### src/design/gcd_pkg.sv
// Shared constants and tables for the great-circle distance pipeline.
// No dependencies; every other file imports this package.
package gcd_pkg;

    localparam int ANGLE_FRAC_BITS = 16;
    localparam int LAT_W  = 24;
    localparam int LON_W  = 25;
    localparam int DIST_W = 25;
    localparam int COORD_W = 25;

    // degrees to binary turns: t = (mag << TURN_SHIFT + 180) / 360
    localparam int TURN_SHIFT = 32 - ANGLE_FRAC_BITS;
    localparam int W_SHIFT    = TURN_SHIFT - 3;
    localparam int ROUND_W    = 180 / 8;
    localparam logic signed [COORD_W-1:0] LAT_LIMIT = COORD_W'(90 << ANGLE_FRAC_BITS);
    localparam logic [25:0] DIV45_K = 26'd47721859;
    localparam int DIV45_SHIFT = 31;
    localparam int QM_W = 20;
    localparam int W_W  = 27;
    localparam int T2_W = W_SHIFT + 1;

    // CORDIC
    localparam int CORDIC_STEPS = 30;
    localparam int CW = 34;
    localparam logic [31:0] PI_Q30 = 32'd3373259426;
    localparam logic signed [CW-1:0] GAIN_INV_Q30 = CW'(652032874);
    localparam logic [30:0] ONE_Q30 = 31'h4000_0000;

    // square root over a Q60 radicand
    localparam int SQRT_STEPS = 31;
    localparam int RAD_W = 61;

    localparam logic [23:0] TWO_RADIUS_M = 24'd12742000;
    localparam logic [DIST_W-1:0] HALF_CIRC_M = DIST_W'(20015087);
    localparam logic [DIST_W-1:0] NEAR_LIMIT_RESET = DIST_W'(100000);

    // configuration port
    localparam int PADDR_W = 3;
    localparam logic REG_NEAR_LIMIT = 1'b0;

    // stage counts of each unit
    localparam int TURNS_LAT = 5;
    localparam int ANG_LAT   = 1;
    localparam int COS_LAT   = CORDIC_STEPS + 2;
    localparam int HAV_LAT   = 3;
    localparam int SQRT_LAT  = SQRT_STEPS;
    localparam int ATAN_LAT  = CORDIC_STEPS + 1;
    localparam int PIPE_DEPTH = TURNS_LAT + ANG_LAT + COS_LAT + HAV_LAT + SQRT_LAT + ATAN_LAT;

    function automatic logic [29:0] atan_q30(input logic [4:0] idx);
        logic [29:0] v;
        case (idx)
            5'd0:  v = 30'd843314857;
            5'd1:  v = 30'd497837829;
            5'd2:  v = 30'd263043837;
            5'd3:  v = 30'd133525159;
            5'd4:  v = 30'd67021687;
            5'd5:  v = 30'd33543516;
            5'd6:  v = 30'd16775851;
            5'd7:  v = 30'd8388437;
            5'd8:  v = 30'd4194283;
            5'd9:  v = 30'd2097149;
            5'd10: v = 30'd1048576;
            5'd11: v = 30'd524288;
            5'd12: v = 30'd262144;
            5'd13: v = 30'd131072;
            5'd14: v = 30'd65536;
            5'd15: v = 30'd32768;
            5'd16: v = 30'd16384;
            5'd17: v = 30'd8192;
            5'd18: v = 30'd4096;
            5'd19: v = 30'd2048;
            5'd20: v = 30'd1024;
            5'd21: v = 30'd512;
            5'd22: v = 30'd256;
            5'd23: v = 30'd128;
            5'd24: v = 30'd64;
            5'd25: v = 30'd32;
            5'd26: v = 30'd16;
            5'd27: v = 30'd8;
            5'd28: v = 30'd4;
            5'd29: v = 30'd2;
            default: v = 30'd0;
        endcase
        return v;
    endfunction

endpackage

### src/design/gcd_isqrt.sv
// Integer square root of a 61-bit radicand, one result bit per stage.
// Restoring digit-by-digit method. Depends on gcd_pkg.
module gcd_isqrt
    import gcd_pkg::*;
(
    input  logic             clk,
    input  logic             en,
    input  logic [RAD_W-1:0] radicand,
    output logic [30:0]      root
);

    logic [RAD_W-1:0] v_reg [0:SQRT_STEPS-1];
    logic [RAD_W:0]   r_reg [0:SQRT_STEPS-1];

    for (genvar s = 0; s < SQRT_STEPS; s++)
    begin : g_step
        localparam logic [RAD_W:0] BIT_S = (RAD_W+1)'(1) << (RAD_W - 1 - 2 * s);
        logic [RAD_W-1:0] v_cur;
        logic [RAD_W:0]   r_cur;
        logic [RAD_W:0]   sum;

        if (s == 0)
        begin : g_first
            assign v_cur = radicand;
            assign r_cur = '0;
        end
        else
        begin : g_next
            assign v_cur = v_reg[s-1];
            assign r_cur = r_reg[s-1];
        end

        assign sum = r_cur + BIT_S;

        always_ff @(posedge clk)
        begin
            if (en)
            begin
                if ({1'b0, v_cur} >= sum)
                begin
                    v_reg[s] <= v_cur - sum[RAD_W-1:0];
                    r_reg[s] <= (r_cur >> 1) + BIT_S;
                end
                else
                begin
                    v_reg[s] <= v_cur;
                    r_reg[s] <= r_cur >> 1;
                end
            end
        end
    end

    assign root = r_reg[SQRT_STEPS-1][30:0];

endmodule

### config.mk
export PLATFORM = sky130hd
export DESIGN_NAME = gcd_isqrt
export DESIGN_NICKNAME = d
export VERILOG_FILES = /design/src/design/gcd_pkg.sv /design/src/design/gcd_isqrt.sv
export SDC_FILE = /design/constraint.sdc
export NUM_CORES = 2
export LEC_CHECK = 0
export ABC_AREA = 0
export BUFFER_PORTS_ARGS = -buffer_cell sky130_fd_sc_hd__clkbuf_2
export CAP_MARGIN = 20
export CORE_UTILIZATION = 40
export DETAILED_ROUTE_END_ITERATION = 8
export HOLD_SLACK_MARGIN = 0.08
export SETUP_SLACK_MARGIN = 0.15
export SYNTH_ARGS = -nofsm -noshare
export SYNTH_HDL_FRONTEND = slang
export SYNTH_SLANG_ARGS = --single-unit
### constraint.sdc
create_clock -name clk -period 4.1 [get_ports clk]
set_clock_uncertainty 0.2 [all_clocks]
set_input_delay 0.205 -clock clk [delete_from_list [all_inputs] [get_ports clk]]
set_output_delay 0.205 -clock clk [all_outputs]
set_load 0.02 [all_outputs]
# After elaboration in Yosys (flattened, before gate mapping)
# Memories as Yosys holds them, arrays and structs flattened.
# Index checks and enable logic that the tools add are counted.
[op_classes] n_bitwise=62 add_sub_neg=91 n_mux=248 n_shift=0 n_div=0 eq_ne=0 order_cmp=31 mul=0 reduce_logical=0
[ops] operator="$mux 62" n=31
[ops] operator="$mux 61" n=31
[ops] operator="$ge 61x62->1" n=30
[ops] operator="$sub 61x61->61" n=30
[ops] operator="$mux 1" n=186
[ops] operator="$add 61x1->62 const B" n=1
[ops] operator="$add 61x11->62 const B" n=1
[ops] operator="$add 61x13->62 const B" n=1
[ops] operator="$add 61x15->62 const B" n=1
[ops] operator="$add 61x17->62 const B" n=1
[ops] operator="$add 61x19->62 const B" n=1
[ops] operator="$add 61x21->62 const B" n=1
[ops] operator="$add 61x23->62 const B" n=1
[ops] operator="$add 61x25->62 const B" n=1
[ops] operator="$add 61x27->62 const B" n=1
[ops] operator="$add 61x29->62 const B" n=1
[ops] operator="$add 61x3->62 const B" n=1
[ops] operator="$add 61x31->62 const B" n=1
[ops] operator="$add 61x33->62 const B" n=1
[ops] operator="$add 61x35->62 const B" n=1
[ops] operator="$add 61x37->62 const B" n=1
[ops] operator="$add 61x39->62 const B" n=1
[ops] operator="$add 61x41->62 const B" n=1
[ops] operator="$add 61x43->62 const B" n=1
[ops] operator="other kinds (44)" n=105
[totals] mem_bits_ro=0 reg_bits=0 input_bits=63 latch_bits=0 mem_count=2 ram_bits=3813 wordCells=434 output_inout_bits=31
[memory_table] memory="r_reg" depth=31 word_bits=62 rd=31 rd_clocked_by_memory_dff=0 wr=31 line="gcd_isqrt.sv:13" rtl="logic [RAD_W:0] r_reg [0:SQRT_STEPS-1];"
[memory_table] memory="v_reg" depth=31 word_bits=61 rd=30 rd_clocked_by_memory_dff=0 wr=31 line="gcd_isqrt.sv:12" rtl="logic [RAD_W-1:0] v_reg [0:SQRT_STEPS-1];"

# Longest topological paths before layout
# An unclocked memory read counts as a cell.
[depth] word_depth=7 mapped_depth=14 mapped_depth_nobuf=12

# Least setup slack after synthesis
# OpenSTA, ideal clock, no wires.
[synth_timing] path_kind="input to register" startpoint="input en" endpoint="memory r_reg[1][628] (netlist bit), enable pin" arrival_time_ps=3455 stages=4 required_ps=3422 path_buffers=4 slack_ps=-33 setup_ps=478 path_cell_list="clkbuf_1 -> clkbuf_1 -> clkbuf_1 -> clkbuf_1"
[synth_lines] element="start, declared" line="gcd_isqrt.sv:7" rtl="input logic en,"
[synth_lines] element="end, declared" line="gcd_isqrt.sv:13"

==> metrics <==
Async SR Flop Fraction 0; dpl cells 13,000; FF+latch count, synth 2,326; Iter 0 DRT Violations 7,446; max-slew violations 0; Worst Setup SP v_reg[1][345]$_DFFE_PP_; Reg power frac 0.447; synth warn 0; drt pass-1 iters 6; startpoint class of the critical path register; status finished, final reports clean; MaxCap Viol Count 0; Die Height 533 µm; Remaining DRCs 0; detailed placement HPWL 234 mm; Crit path required time 4.49 ns; Seq/Total Area, Yosys 0.618; top-count cell post-synth edfxtp_1; Synth Net Count 9,679; row count 194; WS Path Type register to register; first-pass GRT wire length 463 mm; fillers 24,900; grt total ovfl 0; Setup TNS 0 ns; P_sw 22.6 mW; Post-synth top cells edfxtp_1, nand2_1, inv_1, nor2_1, ha_1; clk sinks 2,326; worst hold start v_reg[0][798]$_DFFE_PP_; Initial Util 0.403; unrepaired setup endpoints after global routing yes; routed length per instance 22.7 µm; P_int 51.0 mW; Die ar. 0.284 mm²; crit path max fanout 42; Tmin final 3.92 ns; Slew headroom 0.216; Final nets 10,300; fin crit share 0.957; top area cells in the synthesized netlist edfxtp_1, ha_1, xnor2_1, xor2_1, a21oi_1; leakage power 48.8 nW; crit path DAT 4.31 ns; largest net degree at the start of global routing 193; area grow syn2layout 15.9%; actual slew at the worst max-slew pin 1.18 ns; final cell count without fillers 13,700; vias in the first global route 73,300; number of synthesized flops with an enable pin 2,326; RR Startpoint v_reg[1][345]$_DFFE_PP_; Yosys top cell area share 0.618; drt total wl 311 mm; Hold Crit Class register to register; worst skew pair latency 0.92 ns; combinational share of power 0.228; Core Area 0.280 mm²; Tot GR Track Use 0.213; Worst-path clk slew 0.06 ns; peak supply drop 0.340 mV; most area-hungry cell type in the Yosys netlist edfxtp_1; fmax 0.255 GHz; width of the die 533 µm; worst hold margin 0.210 ns; CTS tree yes; Post-Syn Instances 9,092; PortBufs 93; Top-Level Pins 94; flop-to-flop setup slack 0.18 ns; via count 75,400; Synth cell types 99; clock power share 0.324; max reg flops 1,830; endpoint type of the worst setup path register; Num CTS Buffers 268; Most used DFF post-synth edfxtp_1; vias per cell 5.52; Routed Antenna Nets 0; initial antenna violation count 3; Avg Cell Area, Syn 12.4 µm²; Syn Std Cell Area 0.113 mm²; CTS Root Cell clkbuf_16; Net Sw Frac 0.307; H-tree depth 5; Final Hold Viols 0; share of cells above drive strength 1 0.115; final setup vio count 0; gpl congestion 0.935; worst-case clock buffer depth 4; PD cells 562 mW/mm²
==> worst paths after layout <==
path,cells past startpoint,to
max,10,v_reg[1][395]$_DFFE_PP_
min,0,v_reg[0][859]$_DFFE_PP_
max reg2reg,10,v_reg[1][395]$_DFFE_PP_
min reg2reg,0,v_reg[0][859]$_DFFE_PP_
==> power by group through the flow <==
| stage | Sequential (mW) | Combinational (mW) | Clock, mW |
|---|---|---|---|
| 6_report | 32.9 | 16.8 | 23.9 |
| 5_1_grt | 33.2 | 18.4 | 25.3 |
| 4_1_cts | 32.9 | 16.4 | 24.4 |
| 3_5_place_dp | 33.3 | 16.1 | 0 |
| 3_3_place_gp | 33.4 | 16.0 | 0 |
| 2_1_floorplan | 32.0 | 11.1 | 0 |
==> worst max-delay path, cell delays in order, from the launching register on <==
cell and delay, ns:
edfxtp_1 0.50, or2_2 0.41, nor3_1 0.30, nand2_1 0.15
nand2b_1 0.42, nor4_2 0.60, buf_4 0.24, nor4_1 0.06
o311a_4 0.20, buf_12 0.21, mux2_2 0.32
==> layer usage <==
metal / wire [µm] / GRT usage / up-vias
met2: 140000 / 0.337 / 2423
met5: 0 / 0 / -
met3: 20800 / 0.0318 / 407
li1: - / - / 35500
met1: 143000 / 0.309 / 37100
met4: 6210 / 0.0461 / 0
==> cell type report <==
class,count,area [µm²],area share
flip-flops and latches,2326,69800,0.534
multi-input cells,5917,40500,0.310
clock buffers,307,7000,0.0535
repair buffers,588,4770,0.0364
well taps,3724,4660,0.0356
inverters,624,2340,0.0179
clock inverters,176,1740,0.0133
diodes,2,5.00,0.0000382
==> logic make-up (layout without fill, tap and decap cells) <==
group	Yosys count	count (layout)	synth area share
AND/OR/NAND/NOR	2802	2802	0.130
flip-flops	2326	2326	0.618
AO/OA/AOI/OAI	1692	1693	0.0934
buffers and inverters	850	1695	0.0285
XOR/XNOR	803	803	0.0623
adder cells (fa/ha/maj)	524	524	0.0581
multiplexers	95	95	0.00932
other	0	2	0
==> repair_timing <==
action	4_1_cts	5_1_grt
setup endpoints to repair	113	370
gates cloned	0	1
hold buffers	123	0
pin swaps	4	18
resized for setup	23	111
hold endpoints to repair	405	0
setup buffers	2	12
==> cell usage in the layout, fill, tap and decap left out, types with 103 or more instances in the layout <==
| master | netlist | routed |
|---|---|---|
| dlygate4sd3_1 | 0 | 123 |
| or3_1 | 109 | 105 |
| a21oi_1 | 486 | 478 |
| inv_1 | 621 | 621 |
| edfxtp_1 | 2326 | 2326 |
| clkbuf_16 | 0 | 275 |
| buf_4 | 1 | 349 |
| xor2_1 | 382 | 382 |
| nand4_1 | 153 | 153 |
| nor3_1 | 244 | 235 |
| nor2_1 | 541 | 540 |
| ha_1 | 523 | 515 |
| nand3_1 | 181 | 179 |
| o21ai_0 | 480 | 466 |
| a21o_1 | 201 | 201 |
| nand2_1 | 640 | 640 |
| nor4_1 | 365 | 344 |
| xnor2_1 | 421 | 421 |
| o21a_1 | 103 | 103 |
==> metrics by stage <==
step,utilization,setup WS [ns],area [µm²],power (mW)
final,0.467,0.177,131000,73.6
after global routing,0.467,0.0444,131000,76.9
after CTS,0.465,0.101,130000,73.7
after detailed placement,0.429,-0.559,120000,49.5
after global placement,0.429,-0.490,120000,49.4
after floorplan,-,0.156,113000,43.1
(Power assumes the default switching activity.)
