### src/design/gcd_pkg.sv
// Shared constants and tables for the great-circle distance pipeline.
// No dependencies; every other file imports this package.
package gcd_pkg;

    localparam int ANGLE_FRAC_BITS = 16;
    localparam int LAT_W  = 24;
    localparam int LON_W  = 25;
    localparam int DIST_W = 25;
    localparam int COORD_W = 25;

    // degrees to binary turns: t = (mag << TURN_SHIFT + 180) / 360
    localparam int TURN_SHIFT = 32 - ANGLE_FRAC_BITS;
    localparam int W_SHIFT    = TURN_SHIFT - 3;
    localparam int ROUND_W    = 180 / 8;
    localparam logic signed [COORD_W-1:0] LAT_LIMIT = COORD_W'(90 << ANGLE_FRAC_BITS);
    localparam logic [25:0] DIV45_K = 26'd47721859;
    localparam int DIV45_SHIFT = 31;
    localparam int QM_W = 20;
    localparam int W_W  = 27;
    localparam int T2_W = W_SHIFT + 1;

    // CORDIC
    localparam int CORDIC_STEPS = 30;
    localparam int CW = 34;
    localparam logic [31:0] PI_Q30 = 32'd3373259426;
    localparam logic signed [CW-1:0] GAIN_INV_Q30 = CW'(652032874);
    localparam logic [30:0] ONE_Q30 = 31'h4000_0000;

    // square root over a Q60 radicand
    localparam int SQRT_STEPS = 31;
    localparam int RAD_W = 61;

    localparam logic [23:0] TWO_RADIUS_M = 24'd12742000;
    localparam logic [DIST_W-1:0] HALF_CIRC_M = DIST_W'(20015087);
    localparam logic [DIST_W-1:0] NEAR_LIMIT_RESET = DIST_W'(100000);

    // configuration port
    localparam int PADDR_W = 3;
    localparam logic REG_NEAR_LIMIT = 1'b0;

    // stage counts of each unit
    localparam int TURNS_LAT = 5;
    localparam int ANG_LAT   = 1;
    localparam int COS_LAT   = CORDIC_STEPS + 2;
    localparam int HAV_LAT   = 3;
    localparam int SQRT_LAT  = SQRT_STEPS;
    localparam int ATAN_LAT  = CORDIC_STEPS + 1;
    localparam int PIPE_DEPTH = TURNS_LAT + ANG_LAT + COS_LAT + HAV_LAT + SQRT_LAT + ATAN_LAT;

    function automatic logic [29:0] atan_q30(input logic [4:0] idx);
        logic [29:0] v;
        case (idx)
            5'd0:  v = 30'd843314857;
            5'd1:  v = 30'd497837829;
            5'd2:  v = 30'd263043837;
            5'd3:  v = 30'd133525159;
            5'd4:  v = 30'd67021687;
            5'd5:  v = 30'd33543516;
            5'd6:  v = 30'd16775851;
            5'd7:  v = 30'd8388437;
            5'd8:  v = 30'd4194283;
            5'd9:  v = 30'd2097149;
            5'd10: v = 30'd1048576;
            5'd11: v = 30'd524288;
            5'd12: v = 30'd262144;
            5'd13: v = 30'd131072;
            5'd14: v = 30'd65536;
            5'd15: v = 30'd32768;
            5'd16: v = 30'd16384;
            5'd17: v = 30'd8192;
            5'd18: v = 30'd4096;
            5'd19: v = 30'd2048;
            5'd20: v = 30'd1024;
            5'd21: v = 30'd512;
            5'd22: v = 30'd256;
            5'd23: v = 30'd128;
            5'd24: v = 30'd64;
            5'd25: v = 30'd32;
            5'd26: v = 30'd16;
            5'd27: v = 30'd8;
            5'd28: v = 30'd4;
            5'd29: v = 30'd2;
            default: v = 30'd0;
        endcase
        return v;
    endfunction

endpackage

### src/design/gcd_turns.sv
// Signed fixed-point degrees to 32-bit binary turns, rounded half away from zero.
// Five stages; divide by 360 via two reciprocal multiplies. Depends on gcd_pkg.
module gcd_turns
    import gcd_pkg::*;
(
    input  logic                      clk,
    input  logic                      en,
    input  logic signed [COORD_W-1:0] coord,
    output logic [31:0]               turn
);

    logic               neg1_reg, neg2_reg, neg3_reg, neg4_reg;
    logic [COORD_W-1:0] mag1_reg, mag2_reg;
    logic [QM_W-1:0]    qm2_reg, qm3_reg, qm4_reg;
    logic [W_W-1:0]     w3_reg;
    logic [T2_W-1:0]    t2_4_reg;
    logic [31:0]        turn_reg;

    logic [50:0]        prod_a;
    logic [52:0]        prod_b;
    logic [COORD_W-1:0] qm45;
    logic [5:0]         rm;
    logic [W_W-1:0]     w_next;
    logic [31:0]        q;

    // mag = 45*qm + rm, so (mag<<S + 180)/360 = qm<<(S-3) + (rm<<(S-3) + 22)/45
    assign prod_a = 51'(mag1_reg) * 51'(DIV45_K);
    assign qm45   = COORD_W'(qm2_reg) * COORD_W'(45);
    assign rm     = 6'(mag2_reg - qm45);
    assign w_next = (W_W'(rm) << W_SHIFT) + W_W'(ROUND_W);
    assign prod_b = 53'(w3_reg) * 53'(DIV45_K);
    assign q      = (32'(qm4_reg) << W_SHIFT) + 32'(t2_4_reg);

    always_ff @(posedge clk)
    begin
        if (en)
        begin
            neg1_reg <= coord[COORD_W-1];
            mag1_reg <= coord[COORD_W-1] ? COORD_W'(-coord) : COORD_W'(coord);
            neg2_reg <= neg1_reg;
            mag2_reg <= mag1_reg;
            qm2_reg  <= prod_a[DIV45_SHIFT +: QM_W];
            neg3_reg <= neg2_reg;
            qm3_reg  <= qm2_reg;
            w3_reg   <= w_next;
            neg4_reg <= neg3_reg;
            qm4_reg  <= qm3_reg;
            t2_4_reg <= prod_b[DIV45_SHIFT +: T2_W];
            turn_reg <= neg4_reg ? (32'd0 - q) : q;
        end
    end

    assign turn = turn_reg;

endmodule

### config.mk
export PLATFORM = sky130hd
export DESIGN_NAME = gcd_turns
export DESIGN_NICKNAME = d
export VERILOG_FILES = /design/src/design/gcd_pkg.sv /design/src/design/gcd_turns.sv
export SDC_FILE = /design/constraint.sdc
export NUM_CORES = 1
export LEC_CHECK = 0
export ABC_CLOCK_PERIOD_IN_PS = 17300
export BUFFER_PORTS_ARGS = -buffer_cell sky130_fd_sc_hd__buf_2
export CORE_MARGIN = 1.5
export CORE_UTILIZATION = 50
export DETAILED_ROUTE_END_ITERATION = 8
export PLACE_DENSITY = 0.7
export SETUP_SLACK_MARGIN = 0.05
export SLEW_MARGIN = 20
export SYNTH_ARGS = -nofsm -noshare
export SYNTH_HDL_FRONTEND = slang
export SYNTH_SLANG_ARGS = --single-unit
### constraint.sdc
create_clock -name clk -period 17.3 [get_ports clk]
set_input_delay 1.73 -clock clk [delete_from_list [all_inputs] [get_ports clk]]
set_output_delay 1.73 -clock clk [all_outputs]
set_load 0.01 [all_outputs]
* Word-level counts from Yosys, hierarchy flattened *
Index checks and enable logic that the tools add are counted.

storage, ports and cells
  output and inout port bits = 32
  register bits after elaboration = 166

cells by class
  $mul = 3
  add/sub/neg operators = 5
  multiplexer cells = 2

operators with widths
  operator                  number
  $mul A25 B26 Y51 const B  1
  $mul A27 B26 Y45 const B  1
  $add A32 B14 Y32          1
  $mux W32                  1
  $sub A1 B32 Y32 const A   1
  $neg A25 Y25              1
  $mux W24                  1
  $add A19 B5 Y20 const B   1
  $mul A20 B6 Y6 const B    1
  $sub A6 B6 Y6             1

* Longest topological paths before layout *
Gate-level depths: netlist (run 1).

  word-level depth = 3
  mapped depth = 25
  gate-level depth less buffers = 25

* Least setup slack after synthesis (run 1) *
No wires, ideal clock.

  path kind = register -> register
  from = reg mag1_reg[24]
  to = reg qm2_reg[17] (data pin)
  library setup time = 0.262 ns
  setup slack = 10.839 ns
  arrival time = 6.199 ns
  cell stages (with the launch flop) = 22
  period minus slack after synthesis = 6.461 ns
  cell sequence = edfxtp_1 -> ha_1 -> inv_1 -> fa_1 -> fa_1 -> inv_1 -> fa_1 -> fa_1 -> fa_1 -> inv_1 -> fa_1 -> inv_1 -> ha_1 -> a21oi_1 -> o21ai_0 -> a311oi_1 -> a211oi_1 -> o41ai_2 -> a21oi_4 -> a2111oi_0 -> o21bai_1 -> xor2_1

on the way
  longest elaborated chain between the ends = 1

RTL lines
  item                    line             text
  from (decl)             gcd_turns.sv:13  logic [COORD_W-1:0] mag1_reg, mag2_reg;
  from (signal assigned)  gcd_turns.sv:39  mag1_reg <= coord[COORD_W-1] ? COORD_W'(-coord) : COORD_W'(coord);
  $mul A25 B26 Y51        gcd_turns.sv:27  assign prod_a = 51'(mag1_reg) * 51'(DIV45_K);
  named net prod_a[48]    gcd_turns.sv:19  logic [50:0] prod_a;
  to (signal assigned)    gcd_turns.sv:42  qm2_reg <= prod_a[DIV45_SHIFT +: QM_W];
  to (decl)               gcd_turns.sv:14  logic [QM_W-1:0] qm2_reg, qm3_reg, qm4_reg;

The timed path passes the listed nets, and every way through them passes these cells.
A chain may end at the register's enable or synchronous reset.

* Final worst setup path (run 1) *
Same ends and word-level chain as after synthesis.

==> flow_summary.json, run 1 <==
{
  "syn-cell-area_sq_um": 17660,
  "cts_hold_buf": 0,
  "cp-start-kind": "register",
  "synth_flop_cell": "edfxtp_1",
  "synth_compound_area_share_pct": 6.708,
  "wire_per_inst_um": 16.66,
  "cts.clk_slew.worst_paths_ps": 60,
  "die_area_sq_um": 36460,
  "drv_slew": 0,
  "synthTopCellsByArea": "ha_1 (26%), edfxtp_1 (24%), fa_1 (22%), inv_1 (8.6%), xnor2_1 (5.0%)",
  "avgViaCountPerCell": 5.202,
  "crit_arrival_ps": 7200,
  "antenna_found_initial": 1,
  "largest_reg_flops": 32,
  "routed_wl_mm": 35.73,
  "nFillCells": 2944,
  "drt_iter0_markers": 493,
  "synthAdderAreaFrac_pct": 48.00,
  "nNetsFinal": 2264,
  "synth_mux_area_share_pct": 0.2338,
  "synth_xor_area_share_pct": 6.149,
  "grt_overflow": 0,
  "max-cap-violations": 0,
  "dp_hpwl_mm": 30.92,
  "finalClockSkew_ps": 11.12,
  "yosysUniqueCellTypes": 67,
  "cts_resized": 0,
  "critPathMaxFanout": 8,
  "post-route-period-util_pct": 40.60,
  "grt_pass1_wl_mm": 58.70,
  "rows": 68,
  "slew_headroom_pct": 48.36,
  "crit_path_end_kind": "register",
  "yosysSeqAreaShare_pct": 24.48,
  "fmax_mhz": 142.4,
  "cts-htree-levels": 4,
  "synth_top_family_by_area": "adder cells",
  "first_pass_iters": 5,
  "cts_tree": "done",
  "synthCells": 1607,
  "die_y_um": 191.0,
  "tns_ps": 0,
  "vias": 11160,
  "drc": 0,
  "setup_viol": 0,
  "design.portCount": 59,
  "synth_edf_count": 144,
  "fp.dieW_um": 191.0,
  "grt_pass1_vias": 11830,
  "postPlaceCellArea_sq_um": 18470,
  "yosys_warnings": 0,
  "clock_path_buffers": 2,
  "crit_type": "register to register",
  "area_growth_pct": 7.877,
  "grt_start_max_net_pins": 84,
  "coreArea_sq_um": 34630,
  "ys_ff_latch": 144,
  "synth_nets": 2194,
  "cp.required_ps": 17480,
  "port-buffer-count": 58,
  "fin_util_pct": 55.03,
  "min_period_ps": 7024,
  "clk-insertion-delay-late_ps": 430,
  "synthSimpleGateAreaFrac_pct": 5.440,
  "yosys.area.top_type": "ha_1",
  "cts_made_buffers": 17,
  "outcome": "complete, no violations",
  "postCtsSetupBuffers": 0,
  "drtAntennaViolNets": 0,
  "root_buffer": "clkbuf_16",
  "hold_path_class": "register to register",
  "final_hold_viol_count": 0,
  "final_area_sq_um": 19050,
  "drive_above_1_share_pct": 6.627,
  "insertedDiodeCount": 0,
  "start_util_pct": 51.01,
  "clock_sinks": 144,
  "tightest_slew_ps": 774.6,
  "track_usage_pct": 21.00,
  "gp_congestion": 0.9539,
  "synth_top_area_share_pct": 25.78,
  "async_flop_share_pct": 0,
  "avgSynthCellArea_sq_um": 10.99,
  "rsz0062_at_grt": "no"
}
kinds of logic (layout without fill, tap and decap cells):
kind of cell    Yosys count  after routing
fa+ha+maj               560            560
mux                       4              4
compound gates          176            176
buf+inv                 412            495
xor+xnor                124            124
simple gates            187            187
flops                   144            144
layout make-up:
cell class	count	area, sq um	share of cell area, %
multi-input cells	1051	11750	61.67
inverters	403	1513	7.939
well taps	455	569.3	2.988
clock inverters	14	156.4	0.8208
repair buffers	60	311.5	1.635
clock buffers	18	429.2	2.252
flip-flops and latches	144	4324	22.69
layout by cell type (no fill, tap or decap), drive strengths merged, types with 14 or more instances in the layout:
master	Yosys	routed
nor2	37	37
clkbuf	6	18
a21o	20	20
edfxtp	144	144
nand4	14	14
nor3	14	14
xnor2	100	100
inv	403	406
ha	364	364
nand2	53	53
fa	196	196
o21ai	34	34
nand3	22	22
buf	2	60
xor2	24	24
a21oi	47	47
through the flow:
| stage | setup slack [ps] | hold WS, ps | instances |
|---|---|---|---|
| after floorplan | 10840 | 400.3 | 1607 |
| after global placement | 10410 | 400.2 | 2113 |
| after detailed placement | 10380 | 404.5 | 2113 |
| after CTS | 10250 | 416.6 | 2145 |
| after global routing | 9924 | 421.9 | 2145 |
| final | 10280 | 415.4 | 2145 |
synth_stat cells, drive strengths merged, types with 3 or more instances:
| master | number |
|---|---|
| a311oi | 3 |
| or4 | 4 |
| mux2i | 3 |
| inv | 403 |
| nand3 | 22 |
| nand4 | 14 |
| nor4 | 6 |
| nor2 | 37 |
| and3 | 9 |
| o21a | 6 |
| a21oi | 47 |
| fa | 196 |
| or2 | 4 |
| edfxtp | 144 |
| o31ai | 13 |
| a21o | 20 |
| ha | 364 |
| xor2 | 24 |
| nor3 | 14 |
| o21bai | 8 |
| o21ai | 34 |
| a32oi | 4 |
| a211oi | 5 |
| a221oi | 3 |
| a31oi | 5 |
| or3 | 4 |
| o41ai | 7 |
| xnor2 | 100 |
| nand2 | 53 |
| nand2b | 10 |
| clkbuf | 6 |
| o211ai | 5 |
| nand3b | 3 |
routing by layer:
layer / up-vias / global-route usage [%] / part of all wire [%]
met3: 57 / 3.011 / 4.3
met1: 5407 / 26.77 / 44
met2: 234 / 36.29 / 48
met5: - / 0 / 0
met4: 0 / 7.480 / 3.4
li1: 5461 / - / -
path summary, 6_finish.rpt:
kind / startpoint / end / slack (ps) / cells past startpoint
max: mag1_reg[24]$_SDFFCE_PN0P_ / qm2_reg[17]$_DFFE_PP_ / 10280 / 21
min: qm3_reg[9]$_DFFE_PP_ / qm4_reg[9]$_DFFE_PP_ / 420 / 0
max reg2reg: mag1_reg[24]$_SDFFCE_PN0P_ / qm2_reg[17]$_DFFE_PP_ / 10280 / 21
min reg2reg: qm3_reg[9]$_DFFE_PP_ / qm4_reg[9]$_DFFE_PP_ / 420 / 0
critical path, cell delays in order, from the launching register on:
cell and delay, ps:
edfxtp_1 490, ha_1 350, inv_1 60, fa_1 510, fa_1 550, inv_1 80, fa_1 550, fa_1 530
fa_1 540, inv_1 50, fa_1 530, inv_1 40, ha_1 360, a21oi_1 140, o21ai_0 120, a311oi_1 210
a211oi_1 170, o41ai_2 540, a21oi_4 170, a2111oi_0 480, o21bai_1 130, xor2_1 150
Power of run 1 is left out: the tool's default activity adds up to more than one toggle a clock period on the data nets, which glitch-free logic cannot reach.
==> run 2, diff against run 1 <==
--- a/config.mk
+++ b/config.mk
@@ -5,12 +5,12 @@
 export SDC_FILE = /design/constraint.sdc
 export NUM_CORES = 1
 export LEC_CHECK = 0
-export ABC_CLOCK_PERIOD_IN_PS = 17300
+export ABC_CLOCK_PERIOD_IN_PS = 6000
 export BUFFER_PORTS_ARGS = -buffer_cell sky130_fd_sc_hd__buf_2
 export CORE_MARGIN = 1.5
 export CORE_UTILIZATION = 50
 export DETAILED_ROUTE_END_ITERATION = 8
-export PLACE_DENSITY = 0.7
+export PLACE_DENSITY = 0.73
 export SETUP_SLACK_MARGIN = 0.05
 export SLEW_MARGIN = 20
 export SYNTH_ARGS = -nofsm -noshare
==> constraint.sdc (replaced) <==
create_clock -name clk -period 6 [get_ports clk]
set_input_delay 0.6 -clock clk [delete_from_list [all_inputs] [get_ports clk]]
set_output_delay 0.6 -clock clk [all_outputs]
set_load 0.01 [all_outputs]
==> flow_summary.json, run 2 (synthesis results as in run 1) <==
{
  "crit_arrival_ps": 6610,
  "cp-start-kind": "register",
  "clk-insertion-delay-late_ps": 440,
  "grt_overflow": 0,
  "postPlaceCellArea_sq_um": 19860,
  "die_y_um": 191.0,
  "rows": 68,
  "track_usage_pct": 22.80,
  "vias": 11920,
  "root_buffer": "clkbuf_16",
  "max-cap-violations": 0,
  "gp_congestion": 0.9897,
  "area_growth_pct": 20.42,
  "rsz0062_at_grt": "yes",
  "cts_tree": "done",
  "crit_path_end_kind": "register",
  "fp.dieW_um": 191.0,
  "cts_made_buffers": 17,
  "setup_slack_ps": -348.4,
  "tightest_slew_ps": 869.5,
  "clock_path_buffers": 2,
  "cts-htree-levels": 4,
  "dp_hpwl_mm": 32.37,
  "grt_pass1_wl_mm": 63.65,
  "clock_sinks": 144,
  "grt_start_max_net_pins": 74,
  "avgViaCountPerCell": 5.117,
  "final_hold_viol_count": 0,
  "antenna_found_initial": 1,
  "insertedDiodeCount": 0,
  "fin_util_pct": 61.43,
  "outcome": "complete, but fails checks",
  "start_util_pct": 51.01,
  "min_period_ps": 6348,
  "hold_path_class": "register to register",
  "grt_pass1_vias": 12980,
  "die_area_sq_um": 36460,
  "wire_per_inst_um": 16.73,
  "cts.clk_slew.worst_paths_ps": 70,
  "port-buffer-count": 58,
  "drc": 0,
  "cp.required_ps": 6260,
  "setup_viol": 14,
  "coreArea_sq_um": 34630,
  "finalClockSkew_ps": 13.45,
  "largest_reg_flops": 32,
  "fmax_mhz": 157.5,
  "design.portCount": 59,
  "post-place-ws_ps": -490.6,
  "drive_above_1_share_pct": 22.51,
  "critPathMaxFanout": 4,
  "drt_iter0_markers": 471,
  "first_pass_iters": 5,
  "drv_slew": 0,
  "post-route-period-util_pct": 105.8,
  "nNetsFinal": 2449,
  "crit_type": "register to register",
  "violations": "negative setup slack",
  "layout_common_cells": "inv_1 (370), ha_1 (325), fa_1 (182)",
  "slew_headroom_pct": 42.04,
  "routed_wl_mm": 38.98,
  "drtAntennaViolNets": 0,
  "final_area_sq_um": 21270,
  "cts_hold_buf": 0,
  "layout_commonest_cell": "inv_1"
}
## run 2: worst paths after layout
check	slack (ps)	start	to	cells after the start
max	-350	mag1_reg[7]$_DFFE_PP_	qm2_reg[13]$_DFFE_PP_	23
min	420	neg3_reg$_DFFE_PP_	neg4_reg$_DFFE_PP_	0
max reg2reg	-350	mag1_reg[7]$_DFFE_PP_	qm2_reg[13]$_DFFE_PP_	23
min reg2reg	420	neg3_reg$_DFFE_PP_	neg4_reg$_DFFE_PP_	0
## run 2: worst max-delay path, cell delays in order (launching register included)
cell      delay (ps)
edfxtp_1         490
ha_4             300
fa_2             620
inv_2             50
fa_2             520
inv_2             40
fa_1             510
fa_2             450
fa_1             510
inv_2             40
fa_1             490
inv_2             40
ha_4             290
nand3_4          100
nor2_4           140
a32oi_2          150
a211oi_4         360
o41ai_4          120
a21oi_4          210
buf_4            150
buf_6            110
a31oi_4          100
o21a_1           200
a311oi_2         190
## run 2: per-layer routing
layer  up-vias  track usage (%)  share of wire, %
met5         -                0                 0
met4         0            8.086               3.5
met3        78            3.635               4.2
met2       236            40.84                50
met1      5774            27.62                42
li1       5835                -                 -
## run 2: repair_timing
item,in CTS,in global routing
gates resized for setup,88,25
setup buffers,30,10
pin swaps,84,30
setup endpoints to repair,17,21
## run 2: layout make-up
class	instances	area, sq um
Clock buffer	17	425.4
Clock inverter	15	173.9
Fill cell	2719	13360
Inverter	403	1513
Multi-Input combinational cell	1051	12500
Sequential cell	144	4324
Tap cell	455	569.3
Timing Repair Buffer	245	1767
## run 2: through the flow
step / TNS [ps] / std cells / hold WS [ps]
after detailed placement: -4247 / 2261 / 404.5
after global routing: -6112 / 2330 / 411.5
after global placement: -2514 / 2261 / 400.0
after CTS: -1798 / 2320 / 398.8
final: -3210 / 2330 / 418.4
after floorplan: -197.2 / 1607 / 400.3
Power of run 2 is left out for the same reason.
==> run 3, diff against run 2 <==
--- a/config.mk
+++ b/config.mk
@@ -5,12 +5,13 @@
 export SDC_FILE = /design/constraint.sdc
 export NUM_CORES = 1
 export LEC_CHECK = 0
-export ABC_CLOCK_PERIOD_IN_PS = 6000
-export BUFFER_PORTS_ARGS = -buffer_cell sky130_fd_sc_hd__buf_2
+export ABC_CLOCK_PERIOD_IN_PS = 7450
+export CORE_ASPECT_RATIO = 1.4
 export CORE_MARGIN = 1.5
 export CORE_UTILIZATION = 50
 export DETAILED_ROUTE_END_ITERATION = 8
-export PLACE_DENSITY = 0.73
+export DONT_BUFFER_PORTS = 1
+export PLACE_DENSITY = 0.69
 export SETUP_SLACK_MARGIN = 0.05
 export SLEW_MARGIN = 20
 export SYNTH_ARGS = -nofsm -noshare
==> constraint.sdc (replaced) <==
create_clock -name clk -period 7.45 [get_ports clk]
set_input_delay 0.745 -clock clk [delete_from_list [all_inputs] [get_ports clk]]
set_output_delay 0.745 -clock clk [all_outputs]
set_load 0.01 [all_outputs]
==> flow_summary.json, run 3 (synthesis results as in run 1) <==
{
  "dp_cells": 2057,
  "setup_viol": 0,
  "holdWs_ps": 403.4,
  "crit_path_end_kind": "register",
  "dp_hpwl_mm": 31.99,
  "rows": 81,
  "grt_pass1_wl_mm": 60.25,
  "grt_overflow": 0,
  "drive_above_1_share_pct": 3.427,
  "grt_pass1_vias": 12180,
  "max-cap-violations": 0,
  "insertedDiodeCount": 0,
  "fmax_mhz": 143.0,
  "gp_congestion": 0.9526,
  "layout_commonest_cell": "inv_1",
  "cts_made_buffers": 17,
  "crit_type": "register to register",
  "die_area_sq_um": 36480,
  "hold_path_class": "input port to register",
  "root_buffer": "clkbuf_16",
  "first_pass_iters": 5,
  "grt_start_max_net_pins": 145,
  "track_usage_pct": 21.68,
  "tightest_slew_ps": 692.9,
  "start_util_pct": 50.66,
  "clk-insertion-delay-late_ps": 430,
  "post-route-period-util_pct": 93.84,
  "vias": 10960,
  "drt_iter0_markers": 463,
  "drtAntennaViolNets": 0,
  "area_growth_pct": 6.099,
  "wire_per_inst_um": 17.66,
  "register_area_sq_um": 4324,
  "antenna_found_initial": 0,
  "outcome": "complete, no violations",
  "avgViaCountPerCell": 5.244,
  "drv_slew": 0,
  "multi_input_area_sq_um": 11750,
  "nNetsFinal": 2208,
  "nFillCells": 3093,
  "largest_reg_flops": 32,
  "slew_headroom_pct": 53.38,
  "clock_sinks": 144,
  "drc": 0,
  "critPathMaxFanout": 8,
  "design.portCount": 59,
  "fin_cells": 2090,
  "tns_ps": 0,
  "cts-htree-levels": 4,
  "clock_path_buffers": 2,
  "finalClockSkew_ps": 20.61,
  "die_y_um": 225.4,
  "min_period_ps": 6991,
  "routed_wl_mm": 36.90,
  "layout_common_cells": "inv_1 (403), ha_1 (364), fa_1 (196)",
  "fp.dieW_um": 161.9,
  "cts.clk_slew.worst_paths_ps": 80,
  "coreArea_sq_um": 34860,
  "port-buffer-count": 0,
  "fin_util_pct": 53.75,
  "crit_arrival_ps": 7280,
  "final_hold_viol_count": 0,
  "cp-start-kind": "register",
  "cts_hold_buf": 0,
  "cp.required_ps": 7740,
  "rsz0062_at_grt": "no",
  "cts_tree": "done"
}
## run 3: metal layers
| layer | part of all wire, % | global-route usage [%] | routed length [um] |
|---|---|---|---|
| met4 | 5.3 | 10.83 | 1946 |
| met3 | 2.7 | 3.018 | 989 |
| met1 | 39 | 23.00 | 14230 |
| met5 | 0 | 0 | 0 |
| met2 | 53 | 41.45 | 19740 |
## run 3: metrics by stage
| stage | instance area [sq um] | worst slack [ps] |
|---|---|---|
| after floorplan | 17660 | 988.9 |
| after global placement | 18180 | 530.6 |
| after detailed placement | 18180 | 367.8 |
| after CTS | 18730 | 352.0 |
| after global routing | 18740 | 162.7 |
| final | 18740 | 458.9 |
## run 3: final timing paths
check	from	to	slack, ps	depth (start not counted)
max reg2reg	mag1_reg[24]$_SDFFCE_PN0P_	qm2_reg[16]$_DFFE_PP_	460	22
min	coord[0]	mag1_reg[0]$_DFFE_PP_	400	0
min reg2reg	qm3_reg[11]$_DFFE_PP_	qm4_reg[11]$_DFFE_PP_	410	0
max	mag1_reg[24]$_SDFFCE_PN0P_	qm2_reg[16]$_DFFE_PP_	460	22
## run 3: critical path, stage by stage, from the launching register on
cell and delay [ps]:
edfxtp_1 490, ha_1 350, inv_1 60, fa_1 510, fa_1 540, inv_1 80
fa_1 570, fa_1 540, fa_1 540, inv_1 60, fa_1 520, inv_1 40
ha_1 360, nand2_1 60, o21ai_0 240, a311oi_1 80, a211oi_1 470, o41ai_2 130
buf_4 160, a21oi_4 240, a311oi_2 190, or4b_1 500, nand3_1 90
## run 3: repair_timing
item / in CTS / in global routing
setup endpoints to repair: 0 / 2
setup buffers: 0 / 1
resized for setup: 0 / 0
## run 3: layout make-up
class / count / area share, %
clock inverters: 15 / 0.6743
multi-input cells: 1051 / 62.71
flip-flops and latches: 144 / 23.07
clock buffers: 17 / 2.270
repair buffers: 4 / 0.1602
well taps: 456 / 3.044
inverters: 403 / 8.072
Power of run 3 is left out for the same reason.
